**src/assert_macros.svh**
```systemverilog
// Assertion macros used by the RTL of the color converter.
// Bodies are empty when SYNTHESIS is defined.
`ifndef ASSERT_MACROS_SVH
`define ASSERT_MACROS_SVH
`ifndef SYNTHESIS
`define ASSERT_CLK(label, clk, rst, prop) \
  label: assert property (@(posedge clk) disable iff (rst) prop) \
    else $error("assertion failed");
`define ASSERT_CLK_NORST(label, clk, prop) \
  label: assert property (@(posedge clk) prop) \
    else $error("assertion failed");
`else
`define ASSERT_CLK(label, clk, rst, prop)
`define ASSERT_CLK_NORST(label, clk, prop)
`endif
`endif

```
**src/hsvd_pkg.sv**
```systemverilog
// Package for the HSV to RGB PWM duty converter: field widths,
// limits, reciprocal constants and the hue sector codes. No dependencies.
`default_nettype none
package hsvd_pkg;

  localparam int HueW   = 9;
  localparam int PctW   = 7;
  localparam int LevelW = 8;
  localparam int DutyW  = 10;
  localparam int InW    = 24;
  localparam int OutW   = 56;

  localparam logic [HueW-1:0] HueLimit = 9'd360;
  localparam logic [HueW-1:0] HueMax   = 9'd359;
  localparam logic [PctW-1:0] PctMax   = 7'd100;
  localparam logic [5:0]      SectorSpan = 6'd60;

  // floor(x/60) = (x*Recip60) >> 20 for x < 8192
  localparam logic [14:0] Recip60  = 15'd17477;
  // floor(x/100) = (x*Recip100) >> 20 for x <= 10000
  localparam logic [13:0] Recip100 = 14'd10486;
  // floor(x*255/100) = (x*LevelScale) >> 16 for x <= 100
  localparam logic [17:0] LevelScale = 18'd167117;
  // floor(x*1000/255) = (x*DutyScale) >> 16 for x <= 255
  localparam logic [17:0] DutyScale  = 18'd257004;

  typedef enum logic [2:0] {
    SECT_RED     = 3'd0,
    SECT_YELLOW  = 3'd1,
    SECT_GREEN   = 3'd2,
    SECT_CYAN    = 3'd3,
    SECT_BLUE    = 3'd4,
    SECT_MAGENTA = 3'd5
  } sector_t;

endpackage
`default_nettype wire

```
**src/hsv_to_rgb_pwm_duty.sv**
```systemverilog
// HSV to RGB color converter with PWM duty scaling, seven-stage pipeline.
// Depends on hsvd_pkg and assert_macros.svh.
//
// Usage:
//   Slave channel s_*: one color per transaction, hue (degrees), saturation
//   and brightness (percent). Hue 360 and above reads as 359, saturation and
//   brightness above 100 read as 100.
//   Master channel m_*: one result per color: 8-bit red, green, blue levels
//   and their 0..1000 PWM duties, in input order.
//   Throughput: one color per cycle while m_tready stays high.
//   Seven register stages, each with its own valid bit: sector split,
//   saturation products, divide by 60, brightness products, divide by 100,
//   level scaling with sector select, duty scaling.
//   Stall: each stage holds while the stage after it is full and blocked,
//   so empty stages keep filling and s_tready drops only when all seven
//   stages hold data and m_tready is low. Nothing is lost or repeated.
//   Reset: rst (synchronous, active high) empties the pipeline; m_tvalid is
//   low in the cycle after reset.
`default_nettype none
`include "assert_macros.svh"
module hsv_to_rgb_pwm_duty (
  input  wire logic                     clk,
  input  wire logic                     rst,
  input  wire logic                     s_tvalid,
  output      logic                     s_tready,
  // hue[8:0], saturation[15:9], brightness[22:16], zero fill [23]
  input  wire logic [hsvd_pkg::InW-1:0] s_tdata,
  output      logic                     m_tvalid,
  input  wire logic                     m_tready,
  // red_level[7:0], green_level[15:8], blue_level[23:16], red_duty[33:24],
  // green_duty[43:34], blue_duty[53:44], zero fill [55:54]
  output      logic [hsvd_pkg::OutW-1:0] m_tdata
);

  logic [7:1] vld;
  logic [7:1] en;

  // stage 1: clamp, sector, remainder
  logic [8:0]        hue_c;
  logic [6:0]        sat_c, bri_c;
  hsvd_pkg::sector_t sec_c;
  logic [8:0]        base_c;
  logic [8:0]        rem_w;
  hsvd_pkg::sector_t s1_sec;
  logic [5:0]        s1_rem;
  logic [6:0]        s1_sat, s1_bri;

  // stage 2: products
  hsvd_pkg::sector_t s2_sec;
  logic              s2_grey;
  logic [6:0]        s2_bri;
  logic [12:0]       s2_mq, s2_mt;
  logic [13:0]       s2_mp;

  // stage 3: divide by 60
  logic [27:0]       prod_q3, prod_t3;
  hsvd_pkg::sector_t s3_sec;
  logic              s3_grey;
  logic [6:0]        s3_bri, s3_qv, s3_tv;
  logic [13:0]       s3_mp;

  // stage 4: brightness products
  hsvd_pkg::sector_t s4_sec;
  logic              s4_grey;
  logic [6:0]        s4_bri;
  logic [13:0]       s4_mp, s4_mq, s4_mt;

  // stage 5: divide by 100
  logic [27:0]       prod_p5, prod_q5, prod_t5;
  hsvd_pkg::sector_t s5_sec;
  logic              s5_grey;
  logic [6:0]        s5_bri, s5_p, s5_q, s5_t;

  // stage 6: level scaling and select
  logic [24:0]       lv_v, lv_p, lv_q, lv_t;
  logic [7:0]        l_v, l_p, l_q, l_t;
  logic [7:0]        r_sel, g_sel, b_sel;
  logic [7:0]        s6_r, s6_g, s6_b;

  // stage 7: duty scaling
  logic [25:0]       d_r, d_g, d_b;
  logic [7:0]        s7_r, s7_g, s7_b;
  logic [9:0]        s7_dr, s7_dg, s7_db;

  always_comb begin
    en[7] = !vld[7] || m_tready;
    for (int i = 6; i >= 1; i--) begin
      en[i] = !vld[i] || en[i+1];
    end
  end

  assign s_tready = en[1];

  always_ff @(posedge clk) begin
    if (rst) begin
      vld <= '0;
    end else begin
      if (en[1]) vld[1] <= s_tvalid;
      for (int i = 2; i <= 7; i++) begin
        if (en[i]) vld[i] <= vld[i-1];
      end
    end
  end

  always_comb begin
    hue_c = (s_tdata[8:0] >= hsvd_pkg::HueLimit) ? hsvd_pkg::HueMax : s_tdata[8:0];
    sat_c = (s_tdata[15:9] > hsvd_pkg::PctMax) ? hsvd_pkg::PctMax : s_tdata[15:9];
    bri_c = (s_tdata[22:16] > hsvd_pkg::PctMax) ? hsvd_pkg::PctMax : s_tdata[22:16];
    if (hue_c >= 9'd300) begin
      sec_c  = hsvd_pkg::SECT_MAGENTA;
      base_c = 9'd300;
    end else if (hue_c >= 9'd240) begin
      sec_c  = hsvd_pkg::SECT_BLUE;
      base_c = 9'd240;
    end else if (hue_c >= 9'd180) begin
      sec_c  = hsvd_pkg::SECT_CYAN;
      base_c = 9'd180;
    end else if (hue_c >= 9'd120) begin
      sec_c  = hsvd_pkg::SECT_GREEN;
      base_c = 9'd120;
    end else if (hue_c >= 9'd60) begin
      sec_c  = hsvd_pkg::SECT_YELLOW;
      base_c = 9'd60;
    end else begin
      sec_c  = hsvd_pkg::SECT_RED;
      base_c = 9'd0;
    end
    rem_w = hue_c - base_c;
  end

  always_ff @(posedge clk) begin
    if (en[1]) begin
      s1_sec <= sec_c;
      s1_rem <= rem_w[5:0];
      s1_sat <= sat_c;
      s1_bri <= bri_c;
    end
  end

  always_ff @(posedge clk) begin
    if (en[2]) begin
      s2_sec  <= s1_sec;
      s2_grey <= (s1_sat == 7'd0);
      s2_bri  <= s1_bri;
      s2_mq   <= 13'(s1_sat) * 13'(s1_rem);
      s2_mt   <= 13'(s1_sat) * 13'(hsvd_pkg::SectorSpan - s1_rem);
      s2_mp   <= 14'(s1_bri) * 14'(hsvd_pkg::PctMax - s1_sat);
    end
  end

  assign prod_q3 = 28'(s2_mq) * 28'(hsvd_pkg::Recip60);
  assign prod_t3 = 28'(s2_mt) * 28'(hsvd_pkg::Recip60);

  always_ff @(posedge clk) begin
    if (en[3]) begin
      s3_sec  <= s2_sec;
      s3_grey <= s2_grey;
      s3_bri  <= s2_bri;
      s3_mp   <= s2_mp;
      s3_qv   <= hsvd_pkg::PctMax - prod_q3[26:20];
      s3_tv   <= hsvd_pkg::PctMax - prod_t3[26:20];
    end
  end

  always_ff @(posedge clk) begin
    if (en[4]) begin
      s4_sec  <= s3_sec;
      s4_grey <= s3_grey;
      s4_bri  <= s3_bri;
      s4_mp   <= s3_mp;
      s4_mq   <= 14'(s3_bri) * 14'(s3_qv);
      s4_mt   <= 14'(s3_bri) * 14'(s3_tv);
    end
  end

  assign prod_p5 = 28'(s4_mp) * 28'(hsvd_pkg::Recip100);
  assign prod_q5 = 28'(s4_mq) * 28'(hsvd_pkg::Recip100);
  assign prod_t5 = 28'(s4_mt) * 28'(hsvd_pkg::Recip100);

  always_ff @(posedge clk) begin
    if (en[5]) begin
      s5_sec  <= s4_sec;
      s5_grey <= s4_grey;
      s5_bri  <= s4_bri;
      s5_p    <= prod_p5[26:20];
      s5_q    <= prod_q5[26:20];
      s5_t    <= prod_t5[26:20];
    end
  end

  assign lv_v = 25'(s5_bri) * 25'(hsvd_pkg::LevelScale);
  assign lv_p = 25'(s5_p) * 25'(hsvd_pkg::LevelScale);
  assign lv_q = 25'(s5_q) * 25'(hsvd_pkg::LevelScale);
  assign lv_t = 25'(s5_t) * 25'(hsvd_pkg::LevelScale);
  assign l_v  = lv_v[23:16];
  assign l_p  = lv_p[23:16];
  assign l_q  = lv_q[23:16];
  assign l_t  = lv_t[23:16];

  always_comb begin
    case (s5_sec)
      hsvd_pkg::SECT_RED: begin
        r_sel = l_v; g_sel = l_t; b_sel = l_p;
      end
      hsvd_pkg::SECT_YELLOW: begin
        r_sel = l_q; g_sel = l_v; b_sel = l_p;
      end
      hsvd_pkg::SECT_GREEN: begin
        r_sel = l_p; g_sel = l_v; b_sel = l_t;
      end
      hsvd_pkg::SECT_CYAN: begin
        r_sel = l_p; g_sel = l_q; b_sel = l_v;
      end
      hsvd_pkg::SECT_BLUE: begin
        r_sel = l_t; g_sel = l_p; b_sel = l_v;
      end
      default: begin
        r_sel = l_v; g_sel = l_p; b_sel = l_q;
      end
    endcase
    if (s5_grey) begin
      r_sel = l_v; g_sel = l_v; b_sel = l_v;
    end
  end

  always_ff @(posedge clk) begin
    if (en[6]) begin
      s6_r <= r_sel;
      s6_g <= g_sel;
      s6_b <= b_sel;
    end
  end

  assign d_r = 26'(s6_r) * 26'(hsvd_pkg::DutyScale);
  assign d_g = 26'(s6_g) * 26'(hsvd_pkg::DutyScale);
  assign d_b = 26'(s6_b) * 26'(hsvd_pkg::DutyScale);

  always_ff @(posedge clk) begin
    if (en[7]) begin
      s7_r  <= s6_r;
      s7_g  <= s6_g;
      s7_b  <= s6_b;
      s7_dr <= d_r[25:16];
      s7_dg <= d_g[25:16];
      s7_db <= d_b[25:16];
    end
  end

  assign m_tvalid = vld[7];
  assign m_tdata  = {2'b00, s7_db, s7_dg, s7_dr, s7_b, s7_g, s7_r};

  `ASSERT_CLK(a_ready_when_out_empty, clk, rst, !m_tvalid |-> s_tready)
  `ASSERT_CLK(a_duty_range, clk, rst, m_tvalid |-> (m_tdata[33:24] <= 10'd1000))
  `ASSERT_CLK(a_full_level_full_duty, clk, rst,
    (m_tvalid && m_tdata[7:0] == 8'hFF) |-> (m_tdata[33:24] == 10'd1000))
  `ASSERT_CLK_NORST(a_empty_after_reset, clk, rst |=> !m_tvalid)

endmodule
`default_nettype wire

```
**config.mk**
```make
export PLATFORM = sky130hd
export DESIGN_NAME = hsv_to_rgb_pwm_duty
export DESIGN_NICKNAME = d
export VERILOG_FILES = /design/src/hsvd_pkg.sv /design/src/hsv_to_rgb_pwm_duty.sv
export VERILOG_INCLUDE_DIRS = /design/src /design/src/src
export SDC_FILE = /design/constraint.sdc
export NUM_CORES = 2
export LEC_CHECK = 0
export BUFFER_PORTS_ARGS = -buffer_cell sky130_fd_sc_hd__buf_2
export CAP_MARGIN = 20
export CELL_PAD_IN_SITES_DETAIL_PLACEMENT = 1
export CELL_PAD_IN_SITES_GLOBAL_PLACEMENT = 1
export CORE_ASPECT_RATIO = 0.75
export CORE_MARGIN = 1
export CORE_UTILIZATION = 48
export DETAILED_ROUTE_END_ITERATION = 12
export MAX_ROUTING_LAYER = met4
export PLACE_DENSITY_LB_ADDON = 0.1
export SLEW_MARGIN = 20
export SYNTH_ARGS = -nofsm -noshare
export SYNTH_HDL_FRONTEND = slang
export SYNTH_SLANG_ARGS = --single-unit
```
**constraint.sdc**
```tcl
create_clock -name clk -period 5.4 [get_ports clk]
set_input_delay 1.08 -clock clk [delete_from_list [all_inputs] [get_ports clk]]
set_output_delay 1.08 -clock clk [all_outputs]
set_load 0.03 [all_outputs]
```
==> metrics.md <==
| Metric | Value |
|---|---|
| Run status | `finished, final reports clean` |
| Hold violation total from the final report | `0` |
| Final Hold Slack | `410.1 ps` |
| Worst-case setup slack after placement | `-227.7 ps` |
| Multi-input gate area in the final layout | `31,030 um2` |
| Worst setup path category | `reg -> reg` |
| Initial standard-cell utilization of the core | `0.4860` |
| Total via count after detailed routing | `28,413` |
| Top-level port count | `86` |
| Final worst path period share | `0.9703` |
| Post-synthesis instance total | `4,063` |
| Ranking of synthesized cells by area | `sky130_fd_sc_hd__ha_1 28%, sky130_fd_sc_hd__fa_1 25%, sky130_fd_sc_hd__edfxtp_1 19%` |
| Worst hold path type | `reg -> reg` |
| Inserted Diodes | `0` |
| Number of synthesized flops with an enable pin | `275` |
| Kind of start point of the critical path | `flip-flop` |
| Die Outline Area | `90,290 um2` |
| Clock Pin Slew Worst Setup and Hold Paths | `60 ps` |
| Layout filler cell count | `9,579` |
| Combined area of all synthesized cells | `42,760 um2` |
| Area overhead of the layout relative to synthesis | `11.75%` |
| Count of port buffers added during placement | `82` |
| Share of synthesized registers carrying an async set or reset | `0` |
| Total of warnings raised by yosys | `0` |
| Number of hold-repair buffers added at the cts stage | `0` |
| DR pass1 iterations | `5` |
| Number of antenna violations at the first check in global routing | `1` |
| Largest net degree at the start of global routing | `55` |
| Crit path required time | `5720 ps` |
| Part of the Yosys area used for sequential elements | `0.1964` |
| Mean post-synth cell area | `10.52 um2` |
| Maximum fanout along the worst path | `4` |
| Violation count after the first detailed-route iteration | `1,022` |
| Count of nets after finishing | `5,855` |
| Vias in the first global route | `31,311` |
| Maximum clock frequency | `190.9 MHz` |
| DPL Wire Length | `81,680 um` |
| Count of endpoints failing setup in the final report | `0` |
| Count of max-cap constraint violations | `0` |
| Post-route worst setup slack | `160.4 ps` |
| Most common cell after layout, fill and taps aside | `sky130_fd_sc_hd__ha_1` |
| Final wirelength | `96,950 um` |
| # DRC | `0` |
| Area used by sequential logic in the layout | `8398 um2` |
| Final estimated routing congestion in global placement | `0.8573` |
| Global-route usage over all layers | `0.2277` |
| CTS tree | `built` |
| Height of the chip | `260.5 um` |
| Worst-Margin Slew | `1013 ps` |
| Data arrival time of the worst path | `5560 ps` |
| Insertion delay to the later sink of the worst-skew pair | `590 ps` |
| Wire length of the first global-routing pass | `160,600 um` |
| Total number of H-tree levels | `2` |
| Most frequent cells in the layout | `947 x sky130_fd_sc_hd__ha_1, 937 x sky130_fd_sc_hd__inv_1, 520 x sky130_fd_sc_hd__fa_1` |
| CTS max path bufs | `3` |
| Number of standard-cell rows in the floorplan | `94` |
| Unrepaired setup endpoints after global routing | `yes` |
| Routed length per placed instance | `17.55 um` |
| Die span in x | `346.6 um` |
| Setup Total Neg Slack | `0 ps` |
| Residual overflow from global routing | `0` |
| Clock buffer count from CTS | `37` |
| Unique cell type count in the Yosys netlist | `85` |
| Clock period minus final worst setup slack | `5240 ps` |
| Remaining antenna violation count after routing | `0` |
| Flop and latch count out of synthesis | `282` |
| Via density per instance | `5.144` |
| Cell taking the most area after synthesis | `sky130_fd_sc_hd__ha_1` |
| Fraction of layout cells with a size suffix above 1 | `0.1073` |
| Final max-slew violation count | `0` |
| Most used DFF post-synth | `sky130_fd_sc_hd__edfxtp_1` |
| Headroom to the max-slew limit | `0.3246` |
| Sort of element at the end of the critical path | `flip-flop` |
| Standard cell core area | `87,970 um2` |
| Area share of the leading cell type in the synthesized netlist | `0.2806` |
| Library cell used as clock root buffer | `sky130_fd_sc_hd__clkbuf_16` |
| Skew final | `23.00 ps` |
| TritonCTS sink count | `282` |
-- final cells by class --
| class | instances | share of cell area |
|---|---|---|
| multi-input cells | 2777 | 0.6493 |
| flip-flops and latches | 282 | 0.1757 |
| inverters | 949 | 0.07455 |
| repair buffers | 295 | 0.04344 |
| well taps | 1152 | 0.03016 |
| clock buffers | 44 | 0.02103 |
| clock inverters | 24 | 0.005734 |
-- state kept, by name, indices dropped and copies added (netlist names), 8 cells and up --
signal and flops:
s2_mp 14, s2_mq 13, s2_mt 12, s3_mp 14, s4_mp 14, s4_mq 14
s4_mt 14, s6_b 8, s6_g 8, s6_r 8, s7_b 8, s7_db 10
s7_dg 10, s7_dr 10, s7_g 8, s7_r 8
-- critical path: stages, from the launching register on --
cell and delay (ps):
sky130_fd_sc_hd__edfxtp_1 460, sky130_fd_sc_hd__fa_2 560, sky130_fd_sc_hd__buf_6 160, sky130_fd_sc_hd__fa_1 530
sky130_fd_sc_hd__inv_1 50, sky130_fd_sc_hd__fa_1 520, sky130_fd_sc_hd__fa_1 520, sky130_fd_sc_hd__inv_1 60
sky130_fd_sc_hd__ha_1 300, sky130_fd_sc_hd__a21oi_2 120, sky130_fd_sc_hd__o21a_1 150, sky130_fd_sc_hd__o21ai_1 120
sky130_fd_sc_hd__a2111o_1 380, sky130_fd_sc_hd__and3_4 190, sky130_fd_sc_hd__o41ai_4 280, sky130_fd_sc_hd__buf_4 180
sky130_fd_sc_hd__o2111ai_2 170, sky130_fd_sc_hd__a21oi_2 170, sky130_fd_sc_hd__xnor2_1 70
-- cells in the mapped netlist, drive strengths merged (8+ instances only) --
| cell | number |
|---|---|
| ha | 959 |
| inv | 947 |
| fa | 526 |
| edfxtp | 275 |
| nand2 | 180 |
| and2 | 135 |
| a21oi | 125 |
| nor2 | 123 |
| xnor2 | 123 |
| o21ai | 78 |
| a21o | 55 |
| xor2 | 55 |
| clkbuf | 51 |
| nand3 | 36 |
| nor2b | 33 |
| nor3 | 32 |
| o21a | 27 |
| nand2b | 22 |
| o21bai | 22 |
| nand4 | 19 |
| and3 | 18 |
| or2 | 15 |
| a211oi | 11 |
| a31oi | 11 |
| a2111oi | 10 |
| a211o | 10 |
| o211ai | 10 |
| o22ai | 10 |
| mux2i | 9 |
| a21boi | 8 |
| and4 | 8 |
-- kinds of logic after synthesis --
| logic type | share of synthesized area |
|---|---|
| AO/OA/AOI/OAI | 0.07394 |
| XOR/XNOR | 0.03646 |
| adder cells (fa/ha/maj) | 0.5269 |
| buffers and inverters | 0.08840 |
| flip-flops | 0.1964 |
| multiplexers | 0.002370 |
| other | 0.00008770 |
| AND/OR/NAND/NOR | 0.07546 |
-- per-stage QoR --
| step | instance area (um2) | instances | util |
|---|---|---|---|
| 2_1_floorplan | 42760 | 4064 | - |
| 3_3_place_gp | 45590 | 5400 | 0.5182 |
| 3_5_place_dp | 45590 | 5400 | 0.5182 |
| 4_1_cts | 46940 | 5473 | 0.5336 |
| 5_1_grt | 47780 | 5523 | 0.5432 |
| 6_report | 47780 | 5523 | 0.5432 |
-- worst paths after layout --
check	startpoint	endpoint	slack, ps	cells after the start
hold reg to reg	s4_bri[2]	s5_bri[2]	410	0
hold / removal	s4_bri[2]	s5_bri[2]	410	0
setup / recovery	s6_r[4]	s7_dr[9]	160	18
setup reg to reg	s6_r[4]	s7_dr[9]	160	18
-- timing repair --
item	in CTS	in global routing
endpoints found under the setup margin	8	29
gates resized for setup	12	94
pin swaps	7	59
buffers inserted	5	48
-- layer usage --
metal  wire length (um)  share of wire  GRT usage
met2              45280           0.47     0.3763
met4               1426          0.015    0.03835
met1              48080           0.50     0.3095
met5                  0              0          -
met3               2161          0.022    0.02088
Power is left out: the tool's default activity adds up to more than one toggle a clock period on the data nets, which glitch-free logic cannot reach.
